==> src/hdl/mmd_pkg.sv <==
// ============================================================================
// mmd_pkg
// Shared types, widths, constants and the screen-row helper of the min/max
// peak decimator.
// ============================================================================
package mmd_pkg;

    // Field and register widths.
    localparam int SAMPLE_W     = 16;
    localparam int COL_W        = 11;
    localparam int ROW_W        = 9;
    localparam int TOTAL_W      = 32;
    localparam int CHAN_W       = 4;
    localparam int PHASE_W      = 3;
    localparam int STRIDE_SHIFT = 8;
    localparam int STRIDE_W     = TOTAL_W - STRIDE_SHIFT;
    localparam int ADDR_W       = 3;
    localparam int DATA_W       = 32;

    // Register reset values.
    localparam int RESET_TOTAL    = 1200;
    localparam int RESET_CHANNELS = 2;

    // Register indexes, taken from address bit 2.
    localparam logic REG_TOTAL_FRAMES  = 1'b0;
    localparam logic REG_CHANNEL_COUNT = 1'b1;

    // Channel count saturation point.
    localparam logic [CHAN_W-1:0] MAX_CHANNELS = 4'd8;

    // Row mapping: center row and scale over full range.
    localparam logic signed [9:0]  ROW_CENTER = 10'sd250;
    localparam logic signed [23:0] ROW_SCALE  = 24'sd150;
    localparam logic signed [23:0] ROUND_ADJ  = 24'sd32767;

    typedef logic signed [SAMPLE_W-1:0] sample_t;

    localparam sample_t SAMPLE_MIN = 16'sh8000;
    localparam sample_t SAMPLE_MAX = 16'sh7fff;

    // One channel-0 word passed from the front end to the back end.
    typedef struct packed {
        sample_t sample;
        logic    restart;
    } item_t;

    // Screen row 250 - v*150/32768, quotient truncated toward zero.
    function automatic logic [ROW_W-1:0] row_of(input sample_t v);
        logic signed [23:0] prod;
        logic signed [23:0] adj;
        logic signed [9:0]  quo;
        logic signed [9:0]  row;
        prod = $signed({{8{v[SAMPLE_W-1]}}, v}) * ROW_SCALE;
        adj  = prod[23] ? prod + ROUND_ADJ : prod;
        quo  = {adj[23], adj[23:15]};
        row  = ROW_CENTER - quo;
        return row[ROW_W-1:0];
    endfunction

endpackage

==> src/hdl/mmd_stream_if.sv <==
// ============================================================================
// mmd_stream_if
// Valid/ready stream interfaces for the input words and the column results.
// ============================================================================
interface mmd_in_if;
    logic              valid;
    logic              ready;
    mmd_pkg::sample_t  sample;
    logic              restart;

    modport source (output valid, output sample, output restart, input ready);
    modport sink   (input valid, input sample, input restart, output ready);
endinterface

interface mmd_out_if;
    logic                           valid;
    logic                           ready;
    logic [mmd_pkg::COL_W-1:0]      column;
    mmd_pkg::sample_t               peak_max;
    mmd_pkg::sample_t               peak_min;
    logic [mmd_pkg::ROW_W-1:0]      top_row;
    logic [mmd_pkg::ROW_W-1:0]      bottom_row;
    logic                           last;

    modport source (output valid, output column, output peak_max, output peak_min,
                    output top_row, output bottom_row, output last, input ready);
    modport sink   (input valid, input column, input peak_max, input peak_min,
                    input top_row, input bottom_row, input last, output ready);
endinterface

==> src/hdl/mmd_front.sv <==
// ============================================================================
// mmd_front
// Accepts interleaved PCM words, tracks the channel phase and forwards only
// channel-0 words to the queue.
// ============================================================================
module mmd_front (
    input  logic                          clk,
    input  logic                          rst_n,
    input  logic                          clear,
    input  logic                          busy,
    input  logic [mmd_pkg::CHAN_W-1:0]    channel_count,
    input  logic                          queue_full,
    output logic                          push,
    output mmd_pkg::item_t                push_item,
    mmd_in_if.sink                        in_ch
);
    import mmd_pkg::*;

    logic [PHASE_W-1:0] phase_reg;
    logic [PHASE_W-1:0] phase_next;
    logic [PHASE_W-1:0] cur_phase;
    logic [CHAN_W-1:0]  nch;
    logic [CHAN_W-1:0]  phase_inc;
    logic               accept;

    // Effective channel count: zero reads as one, saturate at eight.
    always_comb
    begin
        if (channel_count == '0)
            nch = CHAN_W'(1);
        else if (channel_count > MAX_CHANNELS)
            nch = MAX_CHANNELS;
        else
            nch = channel_count;
    end

    assign in_ch.ready = !busy && !queue_full;
    assign accept      = in_ch.valid && in_ch.ready;

    // A restart word is always channel 0 of frame 0.
    assign cur_phase = in_ch.restart ? '0 : phase_reg;
    assign phase_inc = {1'b0, cur_phase} + CHAN_W'(1);

    always_comb
    begin
        phase_next = phase_reg;
        if (clear)
            phase_next = '0;
        else if (accept)
            phase_next = (phase_inc >= nch) ? '0 : phase_inc[PHASE_W-1:0];
    end

    always_ff @(posedge clk or negedge rst_n)
    begin
        if (!rst_n)
            phase_reg <= '0;
        else
            phase_reg <= phase_next;
    end

    // Only channel-0 transactions reach the back end.
    assign push              = accept && (cur_phase == '0);
    assign push_item.sample  = in_ch.sample;
    assign push_item.restart = in_ch.restart;

endmodule

==> src/hdl/mmd_queue.sv <==
// ============================================================================
// mmd_queue
// Two-entry queue decoupling the front end from the back end.
// ============================================================================
module mmd_queue (
    input  logic             clk,
    input  logic             rst_n,
    input  logic             push,
    input  mmd_pkg::item_t   push_item,
    input  logic             pop,
    output mmd_pkg::item_t   head,
    output logic             empty,
    output logic             full
);
    import mmd_pkg::*;

    item_t       entry_reg [2];
    logic        wr_ptr_reg;
    logic        rd_ptr_reg;
    logic [1:0]  count_reg;
    logic [1:0]  count_next;

    assign empty = (count_reg == 2'd0);
    assign full  = (count_reg == 2'd2);
    assign head  = entry_reg[rd_ptr_reg];

    // Occupancy follows pushes and pops.
    always_comb
    begin
        count_next = count_reg;
        if (push && !pop)
            count_next = count_reg + 2'd1;
        else if (pop && !push)
            count_next = count_reg - 2'd1;
    end

    // Pointers and occupancy.
    always_ff @(posedge clk or negedge rst_n)
    begin
        if (!rst_n)
        begin
            wr_ptr_reg <= 1'b0;
            rd_ptr_reg <= 1'b0;
            count_reg  <= 2'd0;
        end
        else
        begin
            if (push)
                wr_ptr_reg <= !wr_ptr_reg;
            if (pop)
                rd_ptr_reg <= !rd_ptr_reg;
            count_reg <= count_next;
        end
    end

    // Entry storage.
    always_ff @(posedge clk)
    begin
        if (push)
            entry_reg[wr_ptr_reg] <= push_item;
    end

endmodule

==> src/hdl/mmd_div.sv <==
// ============================================================================
// mmd_div
// Splits the effective frame count into a quotient and remainder by the
// column count, multiplying by the scaled reciprocal of the count in
// low-half, high-half and quotient steps.
// ============================================================================
module mmd_div #(
    parameter int COLUMNS = 1200,
    parameter int RW      = 12
) (
    input  logic                            clk,
    input  logic                            rst_n,
    input  logic                            start,
    input  logic [mmd_pkg::TOTAL_W-1:0]     dividend,
    output logic                            busy,
    output logic                            done,
    output logic [mmd_pkg::TOTAL_W-1:0]     tq,
    output logic [RW-1:0]                   tr
);
    import mmd_pkg::*;

    localparam int unsigned RESET_EFF = (RESET_TOTAL > COLUMNS) ? RESET_TOTAL : COLUMNS;
    localparam int unsigned RESET_TQ  = RESET_EFF / COLUMNS;
    localparam int unsigned RESET_TR  = RESET_EFF % COLUMNS;

    // Reciprocal of the column count, rounded up and scaled so that the
    // truncated product gives the exact quotient of any 32-bit dividend.
    localparam int              RECIP_SH = TOTAL_W + $clog2(COLUMNS);
    localparam longint unsigned RECIP    = ((64'd1 << RECIP_SH) + 64'(COLUMNS) - 64'd1)
                                           / 64'(COLUMNS);
    localparam int              RECIP_W  = TOTAL_W + 1;
    localparam int              HALF_W   = TOTAL_W / 2;
    localparam int              PART_W   = HALF_W + RECIP_W;
    localparam int              ACC_W    = TOTAL_W + RECIP_W;
    localparam logic [RECIP_W-1:0] RECIP_K = RECIP_W'(RECIP);
    localparam logic [TOTAL_W-1:0] DIVISOR = TOTAL_W'(COLUMNS);

    typedef enum logic [4:0] {
        DIV_IDLE = 5'b00001,
        DIV_LOW  = 5'b00010,
        DIV_HIGH = 5'b00100,
        DIV_QUOT = 5'b01000,
        DIV_DONE = 5'b10000
    } div_state_t;

    div_state_t           state_reg;
    div_state_t           state_next;
    logic [TOTAL_W-1:0]   dvd_reg;
    logic [ACC_W-1:0]     acc_reg;
    logic [ACC_W-1:0]     acc_next;
    logic [TOTAL_W-1:0]   tq_reg;
    logic [RW-1:0]        tr_reg;
    logic [HALF_W-1:0]    mul_in;
    logic [PART_W-1:0]    part;
    logic [TOTAL_W-1:0]   quo;
    logic [TOTAL_W-1:0]   quo_times_cols;
    logic [TOTAL_W-1:0]   rem_full;

    // Sequencing: low half product, high half product, quotient, done.
    always_comb
    begin
        state_next = state_reg;
        if (start)
            state_next = DIV_LOW;
        else
        begin
            unique case (state_reg)
                DIV_IDLE: state_next = DIV_IDLE;
                DIV_LOW:  state_next = DIV_HIGH;
                DIV_HIGH: state_next = DIV_QUOT;
                DIV_QUOT: state_next = DIV_DONE;
                DIV_DONE: state_next = DIV_IDLE;
                default:  state_next = DIV_IDLE;
            endcase
        end
    end

    // One 16 x 33 partial product per cycle: low dividend half, then high half.
    assign mul_in = (state_reg == DIV_LOW) ? dvd_reg[HALF_W-1:0] : dvd_reg[TOTAL_W-1:HALF_W];
    assign part   = {{RECIP_W{1'b0}}, mul_in} * {{HALF_W{1'b0}}, RECIP_K};

    always_comb
    begin
        acc_next = acc_reg;
        if (state_reg == DIV_LOW)
            acc_next = {{HALF_W{1'b0}}, part};
        else if (state_reg == DIV_HIGH)
            acc_next = acc_reg + {part, {HALF_W{1'b0}}};
    end

    // Quotient from the top of the product, remainder by multiply back.
    assign quo            = TOTAL_W'(acc_reg >> RECIP_SH);
    assign quo_times_cols = quo * DIVISOR;
    assign rem_full       = dvd_reg - quo_times_cols;

    // The done state comes up out of reset so the back end loads its
    // first-column state from the reset quotient.
    always_ff @(posedge clk or negedge rst_n)
    begin
        if (!rst_n)
        begin
            state_reg <= DIV_DONE;
            tq_reg    <= TOTAL_W'(RESET_TQ);
            tr_reg    <= RW'(RESET_TR);
        end
        else
        begin
            state_reg <= state_next;
            if (state_reg == DIV_QUOT)
            begin
                tq_reg <= quo;
                tr_reg <= rem_full[RW-1:0];
            end
        end
    end

    // Working registers of the division.
    always_ff @(posedge clk)
    begin
        if (start)
            dvd_reg <= dividend;
        acc_reg <= acc_next;
    end

    assign busy = (state_reg != DIV_IDLE);
    assign done = (state_reg == DIV_DONE);
    assign tq   = tq_reg;
    assign tr   = tr_reg;

endmodule

==> src/hdl/mmd_back.sv <==
// ============================================================================
// mmd_back
// Column accounting for channel-0 words: stride sampling, running peaks,
// incremental column boundaries and the registered result stage.
// ============================================================================
module mmd_back #(
    parameter int COLUMNS = 1200,
    parameter int RW      = 12
) (
    input  logic                            clk,
    input  logic                            rst_n,
    input  logic                            load,
    input  logic [mmd_pkg::TOTAL_W-1:0]     tq,
    input  logic [RW-1:0]                   tr,
    input  logic                            empty,
    input  mmd_pkg::item_t                  head,
    output logic                            pop,
    mmd_out_if.source                       out_ch
);
    import mmd_pkg::*;

    localparam int            CW       = (COLUMNS > 1) ? $clog2(COLUMNS) : 1;
    localparam logic [CW-1:0] LAST_COL = CW'(COLUMNS - 1);
    localparam logic [RW-1:0] DIVISOR  = RW'(COLUMNS);

    // Column state.
    logic [CW-1:0]        col_reg,    col_next,    cur_col;
    logic [RW-1:0]        br_reg,     br_next,     cur_br;
    logic [TOTAL_W-1:0]   left_reg,   left_next,   cur_left;
    logic [STRIDE_W-1:0]  stride_reg, stride_next, cur_stride;
    logic [STRIDE_W-1:0]  sph_reg,    sph_next,    cur_sph;
    sample_t              max_reg,    max_next,    cur_max;
    sample_t              min_reg,    min_next,    cur_min;
    logic                 fin_reg,    fin_next,    cur_fin;

    // Result register.
    logic                 out_valid_reg, out_valid_next;
    logic [COL_W-1:0]     out_col_reg;
    sample_t              out_max_reg;
    sample_t              out_min_reg;
    logic [ROW_W-1:0]     out_top_reg;
    logic [ROW_W-1:0]     out_bot_reg;
    logic                 out_last_reg;

    logic [STRIDE_W-1:0]  init_stride;
    logic [STRIDE_W-1:0]  next_stride;
    logic [STRIDE_W-1:0]  sph_inc;
    logic [RW-1:0]        br_sum;
    logic                 carry;
    logic [TOTAL_W-1:0]   next_len;
    logic                 sampled;
    sample_t              upd_max;
    sample_t              upd_min;
    logic                 col_end;
    logic                 is_last;
    logic                 emit;

    // Stride of the first column, at least one.
    assign init_stride = (tq[TOTAL_W-1:STRIDE_SHIFT] == '0) ? STRIDE_W'(1)
                                                            : tq[TOTAL_W-1:STRIDE_SHIFT];

    // A restart word clears the counters before it is counted itself.
    always_comb
    begin
        if (head.restart)
        begin
            cur_col    = '0;
            cur_br     = tr;
            cur_left   = tq;
            cur_stride = init_stride;
            cur_sph    = '0;
            cur_max    = SAMPLE_MIN;
            cur_min    = SAMPLE_MAX;
            cur_fin    = 1'b0;
        end
        else
        begin
            cur_col    = col_reg;
            cur_br     = br_reg;
            cur_left   = left_reg;
            cur_stride = stride_reg;
            cur_sph    = sph_reg;
            cur_max    = max_reg;
            cur_min    = min_reg;
            cur_fin    = fin_reg;
        end
    end

    // Take a word when the result register has room for its result.
    assign pop = !empty && (!out_valid_reg || out_ch.ready);

    // Running peaks over the sampled frames.
    assign sampled = (cur_sph == '0);
    assign upd_max = (sampled && (head.sample > cur_max)) ? head.sample : cur_max;
    assign upd_min = (sampled && (head.sample < cur_min)) ? head.sample : cur_min;
    assign sph_inc = cur_sph + STRIDE_W'(1);

    // Next column length from the running remainder of k*T/COLUMNS.
    assign br_sum      = cur_br + tr;
    assign carry       = (br_sum >= DIVISOR);
    assign next_len    = tq + TOTAL_W'(carry);
    assign next_stride = (next_len[TOTAL_W-1:STRIDE_SHIFT] == '0) ? STRIDE_W'(1)
                                                                 : next_len[TOTAL_W-1:STRIDE_SHIFT];

    assign col_end = (cur_left == TOTAL_W'(1));
    assign is_last = (cur_col == LAST_COL);
    assign emit    = pop && !cur_fin && col_end;

    // Column state update.
    always_comb
    begin
        col_next    = col_reg;
        br_next     = br_reg;
        left_next   = left_reg;
        stride_next = stride_reg;
        sph_next    = sph_reg;
        max_next    = max_reg;
        min_next    = min_reg;
        fin_next    = fin_reg;
        if (load)
        begin
            col_next    = '0;
            br_next     = tr;
            left_next   = tq;
            stride_next = init_stride;
            sph_next    = '0;
            max_next    = SAMPLE_MIN;
            min_next    = SAMPLE_MAX;
            fin_next    = 1'b0;
        end
        else if (pop)
        begin
            col_next    = cur_col;
            br_next     = cur_br;
            left_next   = cur_left;
            stride_next = cur_stride;
            sph_next    = cur_sph;
            max_next    = cur_max;
            min_next    = cur_min;
            fin_next    = cur_fin;
            if (!cur_fin)
            begin
                if (col_end && is_last)
                begin
                    fin_next = 1'b1;
                end
                else if (col_end)
                begin
                    col_next    = cur_col + CW'(1);
                    br_next     = carry ? br_sum - DIVISOR : br_sum;
                    left_next   = next_len;
                    stride_next = next_stride;
                    sph_next    = '0;
                    max_next    = SAMPLE_MIN;
                    min_next    = SAMPLE_MAX;
                end
                else
                begin
                    left_next = cur_left - TOTAL_W'(1);
                    sph_next  = (sph_inc >= cur_stride) ? '0 : sph_inc;
                    max_next  = upd_max;
                    min_next  = upd_min;
                end
            end
        end
    end

    always_ff @(posedge clk or negedge rst_n)
    begin
        if (!rst_n)
        begin
            col_reg    <= '0;
            br_reg     <= '0;
            left_reg   <= '0;
            stride_reg <= '0;
            sph_reg    <= '0;
            max_reg    <= SAMPLE_MIN;
            min_reg    <= SAMPLE_MAX;
            fin_reg    <= 1'b0;
        end
        else
        begin
            col_reg    <= col_next;
            br_reg     <= br_next;
            left_reg   <= left_next;
            stride_reg <= stride_next;
            sph_reg    <= sph_next;
            max_reg    <= max_next;
            min_reg    <= min_next;
            fin_reg    <= fin_next;
        end
    end

    // Result register valid flag.
    always_comb
    begin
        if (emit)
            out_valid_next = 1'b1;
        else if (out_ch.ready)
            out_valid_next = 1'b0;
        else
            out_valid_next = out_valid_reg;
    end

    always_ff @(posedge clk or negedge rst_n)
    begin
        if (!rst_n)
            out_valid_reg <= 1'b0;
        else
            out_valid_reg <= out_valid_next;
    end

    // Result payload with the screen rows of both peaks.
    always_ff @(posedge clk)
    begin
        if (emit)
        begin
            out_col_reg  <= COL_W'(cur_col);
            out_max_reg  <= upd_max;
            out_min_reg  <= upd_min;
            out_top_reg  <= row_of(upd_max);
            out_bot_reg  <= row_of(upd_min);
            out_last_reg <= is_last;
        end
    end

    assign out_ch.valid      = out_valid_reg;
    assign out_ch.column     = out_col_reg;
    assign out_ch.peak_max   = out_max_reg;
    assign out_ch.peak_min   = out_min_reg;
    assign out_ch.top_row    = out_top_reg;
    assign out_ch.bottom_row = out_bot_reg;
    assign out_ch.last       = out_last_reg;

endmodule

==> src/hdl/waveform_min_max_decimator.sv <==
// ============================================================================
// waveform_min_max_decimator
// Min/max peak decimation of channel 0 of an interleaved PCM stream into
// display columns, with screen rows for both peaks.
// ============================================================================
// Usage:
//   in_ch  carries one interleaved 16-bit PCM word per transaction plus a
//          restart flag that marks the first word of a new waveform.
//   out_ch carries one transaction per finished column: column index, the
//          column's max and min and their screen rows; last flags the final
//          column, after which words give no result until a restart or a write.
//   The APB port holds total_frames (address 0) and channel_count
//   (address 4). A write clears all counters and recomputes the column
//   split by a reciprocal multiplication: in_ch.ready stays low while
//   the split is recomputed.
// Throughput is one word per cycle while the divider is idle and the queue
// is not full. A column's result passes from its last accepted channel-0
// word through the queue and the back end into the result register.
// Reset loads the default registers and holds in_ch.ready low for one
// cycle while the first column is set up. When out_ch stalls, the result
// register holds and the queue absorbs two more channel-0 words before
// in_ch.ready falls; words of other channels keep flowing until then.
// ============================================================================
module waveform_min_max_decimator #(
    parameter int COLUMNS = 1200
) (
    input  logic                            clk,
    input  logic                            rst_n,
    mmd_in_if.sink                          in_ch,
    mmd_out_if.source                       out_ch,
    input  logic                            psel,
    input  logic                            penable,
    input  logic                            pwrite,
    input  logic [mmd_pkg::ADDR_W-1:0]      paddr,
    input  logic [mmd_pkg::DATA_W-1:0]      pwdata,
    output logic [mmd_pkg::DATA_W-1:0]      prdata,
    output logic                            pready
);
    import mmd_pkg::*;

    localparam int RW = $clog2(COLUMNS) + 1;

    logic [TOTAL_W-1:0]  total_reg;
    logic [CHAN_W-1:0]   chan_reg;
    logic                cfg_wr;
    logic [TOTAL_W-1:0]  new_total;
    logic [TOTAL_W-1:0]  eff_total;

    logic                div_busy;
    logic                div_done;
    logic [TOTAL_W-1:0]  tq;
    logic [RW-1:0]       tr;

    logic                push;
    item_t               push_item;
    logic                pop;
    item_t               head;
    logic                empty;
    logic                full;

    // Configuration registers.
    assign pready = 1'b1;
    assign cfg_wr = psel && penable && pwrite;

    always_ff @(posedge clk or negedge rst_n)
    begin
        if (!rst_n)
        begin
            total_reg <= TOTAL_W'(RESET_TOTAL);
            chan_reg  <= CHAN_W'(RESET_CHANNELS);
        end
        else if (cfg_wr)
        begin
            unique case (paddr[2])
                REG_TOTAL_FRAMES:  total_reg <= pwdata[TOTAL_W-1:0];
                REG_CHANNEL_COUNT: chan_reg  <= pwdata[CHAN_W-1:0];
                default:           total_reg <= total_reg;
            endcase
        end
    end

    // Register read back.
    always_comb
    begin
        unique case (paddr[2])
            REG_TOTAL_FRAMES:  prdata = DATA_W'(total_reg);
            REG_CHANNEL_COUNT: prdata = DATA_W'(chan_reg);
            default:           prdata = '0;
        endcase
    end

    // Frame count after the write, raised to at least one frame per column.
    assign new_total = (cfg_wr && (paddr[2] == REG_TOTAL_FRAMES)) ? pwdata[TOTAL_W-1:0]
                                                                 : total_reg;
    assign eff_total = (new_total < TOTAL_W'(COLUMNS)) ? TOTAL_W'(COLUMNS) : new_total;

    mmd_div #(
        .COLUMNS (COLUMNS),
        .RW      (RW)
    ) u_div (
        .clk      (clk),
        .rst_n    (rst_n),
        .start    (cfg_wr),
        .dividend (eff_total),
        .busy     (div_busy),
        .done     (div_done),
        .tq       (tq),
        .tr       (tr)
    );

    mmd_front u_front (
        .clk           (clk),
        .rst_n         (rst_n),
        .clear         (cfg_wr),
        .busy          (div_busy),
        .channel_count (chan_reg),
        .queue_full    (full),
        .push          (push),
        .push_item     (push_item),
        .in_ch         (in_ch)
    );

    mmd_queue u_queue (
        .clk       (clk),
        .rst_n     (rst_n),
        .push      (push),
        .push_item (push_item),
        .pop       (pop),
        .head      (head),
        .empty     (empty),
        .full      (full)
    );

    mmd_back #(
        .COLUMNS (COLUMNS),
        .RW      (RW)
    ) u_back (
        .clk    (clk),
        .rst_n  (rst_n),
        .load   (div_done),
        .tq     (tq),
        .tr     (tr),
        .empty  (empty),
        .head   (head),
        .pop    (pop),
        .out_ch (out_ch)
    );

    // Every column samples its first frame, so its max never falls below its min.
    a_peak_order: assert property (@(posedge clk) disable iff (!rst_n)
        out_ch.valid |-> (out_ch.peak_max >= out_ch.peak_min) &&
                         (out_ch.top_row <= out_ch.bottom_row))
        else $error("column peaks out of order");

    // The final column flag only accompanies the last column index.
    a_last_column: assert property (@(posedge clk) disable iff (!rst_n)
        (out_ch.valid && out_ch.last) |-> (out_ch.column == COL_W'(COLUMNS - 1)))
        else $error("last flag on a column other than the final one");

    // Intake stops while the column split is being recomputed.
    a_cfg_blocks_intake: assert property (@(posedge clk) disable iff (!rst_n)
        cfg_wr |=> !in_ch.ready)
        else $error("input accepted during column split recompute");

endmodule

==> src/flat_wrapper.sv <==
// flat-port wrapper written by rule: the top's interface ports become plain ports
module waveform_min_max_decimator_flat import mmd_pkg::*;
#(
    parameter int COLUMNS = 1200
)
  (clk, rst_n, psel, penable, pwrite, paddr, pwdata, prdata, pready, in_ch_valid, in_ch_sample, in_ch_restart, in_ch_ready, out_ch_valid, out_ch_column, out_ch_peak_max, out_ch_peak_min, out_ch_top_row, out_ch_bottom_row, out_ch_last, out_ch_ready);
  mmd_in_if in_ch_i ();
  mmd_out_if out_ch_i ();
  input  logic clk;
  input  logic rst_n;
  input  logic psel;
  input  logic penable;
  input  logic pwrite;
  input  logic [mmd_pkg::ADDR_W-1:0] paddr;
  input  logic [mmd_pkg::DATA_W-1:0] pwdata;
  output logic [mmd_pkg::DATA_W-1:0] prdata;
  output logic pready;
  input wire logic [$bits(in_ch_i.valid)-1:0] in_ch_valid;
  input wire logic [$bits(in_ch_i.sample)-1:0] in_ch_sample;
  input wire logic [$bits(in_ch_i.restart)-1:0] in_ch_restart;
  output wire logic [$bits(in_ch_i.ready)-1:0] in_ch_ready;
  output wire logic [$bits(out_ch_i.valid)-1:0] out_ch_valid;
  output wire logic [$bits(out_ch_i.column)-1:0] out_ch_column;
  output wire logic [$bits(out_ch_i.peak_max)-1:0] out_ch_peak_max;
  output wire logic [$bits(out_ch_i.peak_min)-1:0] out_ch_peak_min;
  output wire logic [$bits(out_ch_i.top_row)-1:0] out_ch_top_row;
  output wire logic [$bits(out_ch_i.bottom_row)-1:0] out_ch_bottom_row;
  output wire logic [$bits(out_ch_i.last)-1:0] out_ch_last;
  input wire logic [$bits(out_ch_i.ready)-1:0] out_ch_ready;
  assign in_ch_i.valid = in_ch_valid;
  assign in_ch_i.sample = in_ch_sample;
  assign in_ch_i.restart = in_ch_restart;
  assign in_ch_ready = in_ch_i.ready;
  assign out_ch_valid = out_ch_i.valid;
  assign out_ch_column = out_ch_i.column;
  assign out_ch_peak_max = out_ch_i.peak_max;
  assign out_ch_peak_min = out_ch_i.peak_min;
  assign out_ch_top_row = out_ch_i.top_row;
  assign out_ch_bottom_row = out_ch_i.bottom_row;
  assign out_ch_last = out_ch_i.last;
  assign out_ch_i.ready = out_ch_ready;
  waveform_min_max_decimator #(.COLUMNS(COLUMNS)) u_core (.clk(clk), .rst_n(rst_n), .in_ch(in_ch_i), .out_ch(out_ch_i), .psel(psel), .penable(penable), .pwrite(pwrite), .paddr(paddr), .pwdata(pwdata), .prdata(prdata), .pready(pready));
endmodule
==> config.mk <==
export PLATFORM = sky130hd
export DESIGN_NAME = waveform_min_max_decimator_flat
export DESIGN_NICKNAME = d
export VERILOG_FILES = /design/src/hdl/mmd_pkg.sv /design/src/hdl/mmd_stream_if.sv /design/src/hdl/mmd_front.sv /design/src/hdl/mmd_queue.sv /design/src/hdl/mmd_div.sv /design/src/hdl/mmd_back.sv /design/src/hdl/waveform_min_max_decimator.sv /design/src/flat_wrapper.sv
export SDC_FILE = /design/constraint.sdc
export NUM_CORES = 2
export LEC_CHECK = 0
export BUFFER_PORTS_ARGS = -buffer_cell sky130_fd_sc_hd__buf_2
export CAP_MARGIN = 25
export CORE_ASPECT_RATIO = 0.7
export CORE_MARGIN = 5
export CORE_UTILIZATION = 40
export DETAILED_ROUTE_END_ITERATION = 8
export REMOVE_ABC_BUFFERS = 1
export SLEW_MARGIN = 40
export SYNTH_ARGS = -nofsm -noshare
export SYNTH_HDL_FRONTEND = slang
export SYNTH_SLANG_ARGS = --single-unit
==> constraint.sdc <==
create_clock -name clk -period 9.03 [get_ports clk]
set_input_delay 0.903 -clock clk [delete_from_list [all_inputs] [get_ports clk]]
set_output_delay 0.903 -clock clk [all_outputs]
set_load 0.02 [all_outputs]
* Word level (Yosys, flattened, before mapping) *
Memories as Yosys holds them, arrays and structs flattened.
Index checks and enable logic that the tools add are counted.

storage, ports and cells
  memories = 1
  RAM bits = 34
  bits in registers = 378

memory list
  name                      depth  width  read ports  clocked after memory_dff  wr ports  line             text
  u_core.u_queue.entry_reg  2      17     1           0                         1         mmd_queue.sv:17  item_t entry_reg [2];

cells by class
  bitwise operators = 1
  multipliers = 4
  eq/ne operators = 8
  magnitude comparators = 7
  add/subtract/negate cells = 15
  mux-type cells = 74
  reduce and logical (&&, ||, !) cells = 37

operators with widths
  cell                                                           count
  2-to-1 mux 24 bit                                              15
  2-to-1 mux 16 bit                                              15
  2-to-1 mux 32 bit                                              7
  2-to-1 mux 49 bit                                              2
  2-to-1 mux 12 bit                                              7
  logical NOT 24 bit                                             3
  2-to-1 mux 11 bit                                              6
  adder 65 bit                                                   1
  case mux 32 bit (2 select lines)                               1
  multiplier 16 x 33 -> 49 bit (second input constant)           1
  adder 24 x 16 -> 24 bit (second input constant)                2
  multiplier 16 x 8 -> 23 bit (second input constant)            2
  == test 32 x 1 -> 1 bit (second input constant)                1
  less-than comparator 32 x 11 -> 1 bit (second input constant)  1
  subtractor 32 x 1 -> 32 bit (second input constant)            1
  adder 24 x 1 -> 24 bit (second input constant)                 1
  greater-or-equal comparator 24 bit                             1
  adder 22 x 1 -> 23 bit                                         1
  multiplier 22 x 7 -> 8 bit (second input constant)             1
  subtractor 9 bit (first input constant)                        2
  > comparator 16 bit                                            1
  less-than comparator 16 bit                                    1
  2-to-1 mux 15 bit                                              1
  case mux 5 bit (3 select lines)                                1
  32 further kinds                                               71

* Logic depth before layout (Yosys ltp) *
An unclocked memory read counts as a cell.

  word-level depth = 12
  gate-level depth with buffers = 41
  depth with buffers taken out = 39

* Modules after synthesis *
A second synthesis with hierarchy kept.

second synthesis, totals
  cells, all modules = 4453
  area, all modules = 40169.8 sq um

by module, submodules not included
  module                      area an instance (sq um)  cells each  instances
  mmd_back                    19929.1                   2365        1
  mmd_div                     16331.9                   1721        1
  waveform_min_max_decimator  1999.4                    243         1
  mmd_queue                   1463.9                    69          1
  mmd_front                   445.4                     55          1

* Least setup slack after synthesis *
No wires, ideal clock.

  path type = register -> register
  start = register u_core.u_queue.rd_ptr_reg
  end = register u_core.u_back.out_top_reg[8], in the netlist u_core.u_back.out_ch.top_row[8], data pin
  clock period less this slack = 9.867 ns
  data required time = 8.756 ns
  data arrival time = 9.593 ns
  cell stages (with the launch flop) = 37
  path slack = -0.837 ns
  library setup time = 0.274 ns
  path through = dfrtp_1 mux2i_1 clkbuf_1 clkbuf_1 clkbuf_1 clkbuf_1 buf_1 buf_1 nand2_1 ha_1 nand2_1 or4_1 a31o_1 a21o_1 o211ai_2 clkbuf_1 o21ai_0 ha_1 inv_1 fa_1 fa_1 inv_1 ha_1 nand2_1 o31ai_4 a21oi_1 o21ba_2 xnor2_1 or4_1 o31ai_2 buf_2 nor2_1 xor2_1 ha_1 o2111a_1 a2111oi_0 a211oi_1

between the ends
  longest elaborated chain between the ends = 9
  elaborated cells on any way between the ends = 11
  those cells by class = 2 x add/sub; 1 x mul; 1 x order compare; 4 x mux; 2 x reduce/logical; 1 x memory

RTL lines
  element                                                           line                            text
  from (decl)                                                       mmd_queue.sv:19                 logic rd_ptr_reg;
  from (signal assigned)                                            mmd_queue.sv:51                 rd_ptr_reg <= !rd_ptr_reg;
  memory read (2 x 17 bit) *                                        --
  2-to-1 mux 16 bit / 2-to-1 mux 24 bit (equally long branches)     mmd_back.sv:65                  if (head.restart)
  > comparator 16 bit / logical NOT 24 bit (equally long branches)  mmd_back.sv:94, mmd_back.sv:93
  logical AND 1 bit                                                 mmd_back.sv:94                  assign upd_max = (sampled && (head.sample > cur_max)) ? head.sample : cur_max;
  2-to-1 mux 16 bit *                                               mmd_back.sv:94
  via u_core.u_back.upd_max[4]                                      mmd_back.sv:52                  sample_t upd_max;
  multiplier 16 x 8 -> 23 bit *                                     mmd_pkg.sv:53                   prod = $signed({{8{v[SAMPLE_W-1]}}, v}) * ROW_SCALE;
  adder 24 x 16 -> 24 bit                                           mmd_pkg.sv:54                   adj = prod[23] ? prod + ROUND_ADJ : prod;
  2-to-1 mux 24 bit *                                               mmd_pkg.sv:54
  subtractor 9 bit *                                                mmd_pkg.sv:56                   row = ROW_CENTER - quo;
  to (signal assigned)                                              mmd_back.sv:221                 out_top_reg <= row_of(upd_max);
  to (decl)                                                         mmd_back.sv:41                  logic [ROW_W-1:0] out_top_reg;

Mark *: on every way through the listed nets, which the timed path passes. The rest lies on a longest branch.
A chain may end at the register's enable or synchronous reset.

* Worst setup path in the final report *
  start = register u_core.u_div.state_reg[3]
  end = register u_core.u_div.acc_reg[64]

between the ends
  longest elaborated chain between the ends = 4
  elaborated cells on any way between the ends = 5
  those cells by class = 1 x add/sub; 1 x mul; 2 x eq/ne; 1 x mux

RTL lines
  element                       line                          text
  from (decl)                   mmd_div.sv:46                 div_state_t state_reg;
  from (signal assigned)        mmd_div.sv:108                state_reg <= state_next;
  == test 5 x 2 -> 1 bit        mmd_div.sv:79, mmd_div.sv:85
  2-to-1 mux 16 bit             mmd_div.sv:79                 assign mul_in = (state_reg == DIV_LOW) ? dvd_reg[HALF_W-1:0] : dvd_reg[TOTAL_W-1:HALF_W];
  multiplier 16 x 33 -> 49 bit  mmd_div.sv:80                 assign part = {{RECIP_W{1'b0}}, mul_in} * {{HALF_W{1'b0}}, RECIP_K};
  adder 65 bit                  mmd_div.sv:88                 acc_next = acc_reg + {part, {HALF_W{1'b0}}};
  to (signal assigned)          mmd_div.sv:122                acc_reg <= acc_next;
  to (decl)                     mmd_div.sv:49                 logic [ACC_W-1:0] acc_reg;

Parallel ways exist; a longest one is shown, timed or not.

==> results_dict.tcl <==
set metrics [dict create \
    outcome "finished clean" \
    drc 0 \
    finalCritPeriodShare_pct 98.6 \
    hpwl_um 87600 \
    async_flop_share_pct 55.3 \
    gp_congestion 0.933 \
    yosysSeqAreaShare_pct 27.7 \
    cts_num_sinks 396 \
    wl_per_cell_um 18.9 \
    arrival_ns 9.42 \
    critPathMostFrequentCell "fa_1" \
    worstPathMaxFanout 5 \
    final_cell_mix "inv_1 (504), ha_1 (431), buf_4 (382), nand2_1 (361), nor2_1 (261)" \
    grt_pass1_vias 30598 \
    grt_antenna_before_repair 1 \
    die_y_um 270 \
    port_buffers 152 \
    required_ns 9.54 \
    drtIter0Drc 2655 \
    pin_count 156 \
    finalCriticalPeriod_ns 8.90 \
    grt_setup_unrepaired "true" \
    relSlewSlack_pct 39.6 \
    finalWorstSetupSlack_ns 0.126 \
    synth_ff_type "dfrtp_1" \
    vias_per_cell 5.42 \
    tns_ns 0 \
    final-setup-viol-count 0 \
    largest_reg_flops 49 \
    htree_levels 2 \
    synthCells 4183 \
    totalWireLength_um 112000 \
    path_delay_family "adder cells" \
    syn2layout_area_growth_pct 19.2 \
    finalClockSkew_ns 0.0400 \
    finalHoldViolCount 0 \
    core-area_mm2 0.0958 \
    insertion_delay_ns 0.61 \
    dieWidth_um 381 \
    drv_slew 0 \
    track_usage_pct 21.2 \
    syn_area_mm2 0.0386 \
    antenna_cells 0 \
    cts_buffers 47 \
    fill_cells 9131 \
    firstDrtPassIters 6 \
    path_depth 35 \
    max_freq_mhz 112 \
    critPathLaunchType "flip-flop" \
    cp_num_buf_inv 7 \
    drive_above_1_share_pct 20.5 \
    cts_tree "built" \
    worst_pin_slew_ns 0.905 \
    grt_max_degree 90 \
    ant_nets 0 \
    nNetsFinal 5362 \
    vias 32116 \
    cts-root-buf "clkbuf_16" \
    ys_types 116 \
    start_util_pct 40.3 \
    yosys_warnings 0 \
    dieArea_mm2 0.103 \
    cp_slowest_cell "fa_1" \
    gr-total-overflow 0 \
    clk_pin_slew_ns 0.07 \
    min_path_type "in2async" \
    cp-end-kind "flip-flop" \
    cts.path.max_buffers 3 \
    synth_edf_count 161 \
    final_common_cell "inv_1" \
    num_rows 95 \
    cap_violations 0 \
    critPathMaxStageDelay_ns 0.55 \
    grt_pass1_wl_um 176000 \
    pre_cts_slack_ns -0.367 \
    crit_type "reg2reg" \
    rr_worst_depth 35 \
    ys_ff_latch 396 \
    synth.avg_cell_area_um2 9.22 \
]
[layer usage]
layer	global-route usage [%]	wire length [um]	vias up
met3	4.84	8790	110
met4	3.30	1700	0
met5	0	0	-
met1	34.2	57900	15515
li1	-	-	15508
met2	28.7	43800	983
[per-stage QoR]
| step | util [%] | instance area (um2) | std cells | hold slack [ns] |
|---|---|---|---|---|
| finish | 48.0 | 46000 | 5928 | 0.150 |
| global route | 48.0 | 46000 | 5928 | 0.137 |
| CTS | 46.9 | 44900 | 5908 | 0.291 |
| detailed placement | 45.1 | 43200 | 5817 | 0.476 |
| global placement | 45.1 | 43200 | 5817 | 0.470 |
| floorplan | - | 38000 | 4033 | 0.447 |
[cell usage after synthesis (30+ instances only)]
master    count  area [um2]
clkbuf_1    111         417
nand2b_1     38         238
nand3_1      83         415
dfrtp_1     196        4900
a211oi_1     37         278
nor2_1      275        1030
xnor2_1     132        1160
nand2_1     369        1390
mux2_2       89        1000
nand4_1      31         194
nor3_1       52         260
edfxtp_1    161        4830
inv_1       515        1930
fa_1        221        4420
and2_1       38         238
a21o_1      106         796
nor2b_1      57         357
mux2i_1      74         741
o21ai_0     217        1090
xor2_1       82         718
ha_1        453        5670
a21oi_1     247        1240
and3_1       38         238
a31oi_1      30         188
a22oi_1      41         308
[worst paths after layout]
check | slack [ns] | end | from
setup / recovery | 0.13 | u_core.u_div.acc_reg[64] | u_core.u_div.state_reg[3]
hold reg to reg | 0.48 | u_core.u_div.acc_reg[60] | u_core.u_div.acc_reg[60]
max in group asynchronous | 7.60 | u_core.u_queue.rd_ptr_reg | rst_n
min in group clk | 0.48 | u_core.u_div.acc_reg[60] | u_core.u_div.acc_reg[60]
setup reg to reg | 0.13 | u_core.u_div.acc_reg[64] | u_core.u_div.state_reg[3]
hold / removal | 0.15 | u_core.u_back.stride_reg[22] | rst_n
[cells by family after synthesis]
family / Yosys count / share of synthesized area [%]
AO/OA/AOI/OAI: 964 / 16.4
flip-flops: 396 / 27.7
other: 1 / 0.00972
buffers and inverters: 666 / 6.60
multiplexers: 167 / 4.67
XOR/XNOR: 215 / 4.90
AND/OR/NAND/NOR: 1100 / 13.6
adder cells (fa/ha/maj): 674 / 26.2
[final cells by class]
| type | instances | area, um2 | area share, % |
|---|---|---|---|
| Sequential cell | 396 | 10700 | 23.2 |
| Clock inverter | 26 | 278 | 0.604 |
| Tap cell | 1261 | 1580 | 3.43 |
| Clock buffer | 61 | 1320 | 2.88 |
| Timing Repair Buffer | 547 | 3830 | 8.33 |
| Inverter | 516 | 1940 | 4.21 |
| Multi-Input combinational cell | 3121 | 26300 | 57.3 |
[what timing repair did]
| item | in CTS | in global routing |
|---|---|---|
| pin swaps | 6 | 71 |
| gates resized for setup | 27 | 179 |
| hold buffers | 0 | 0 |
| endpoints found under the setup margin | 14 | 35 |
| buffers inserted | 4 | 18 |
| gates cloned | 0 | 1 |
Power is left out: the tool's default activity adds up to more than one toggle a clock period on the data nets, which glitch-free logic cannot reach.
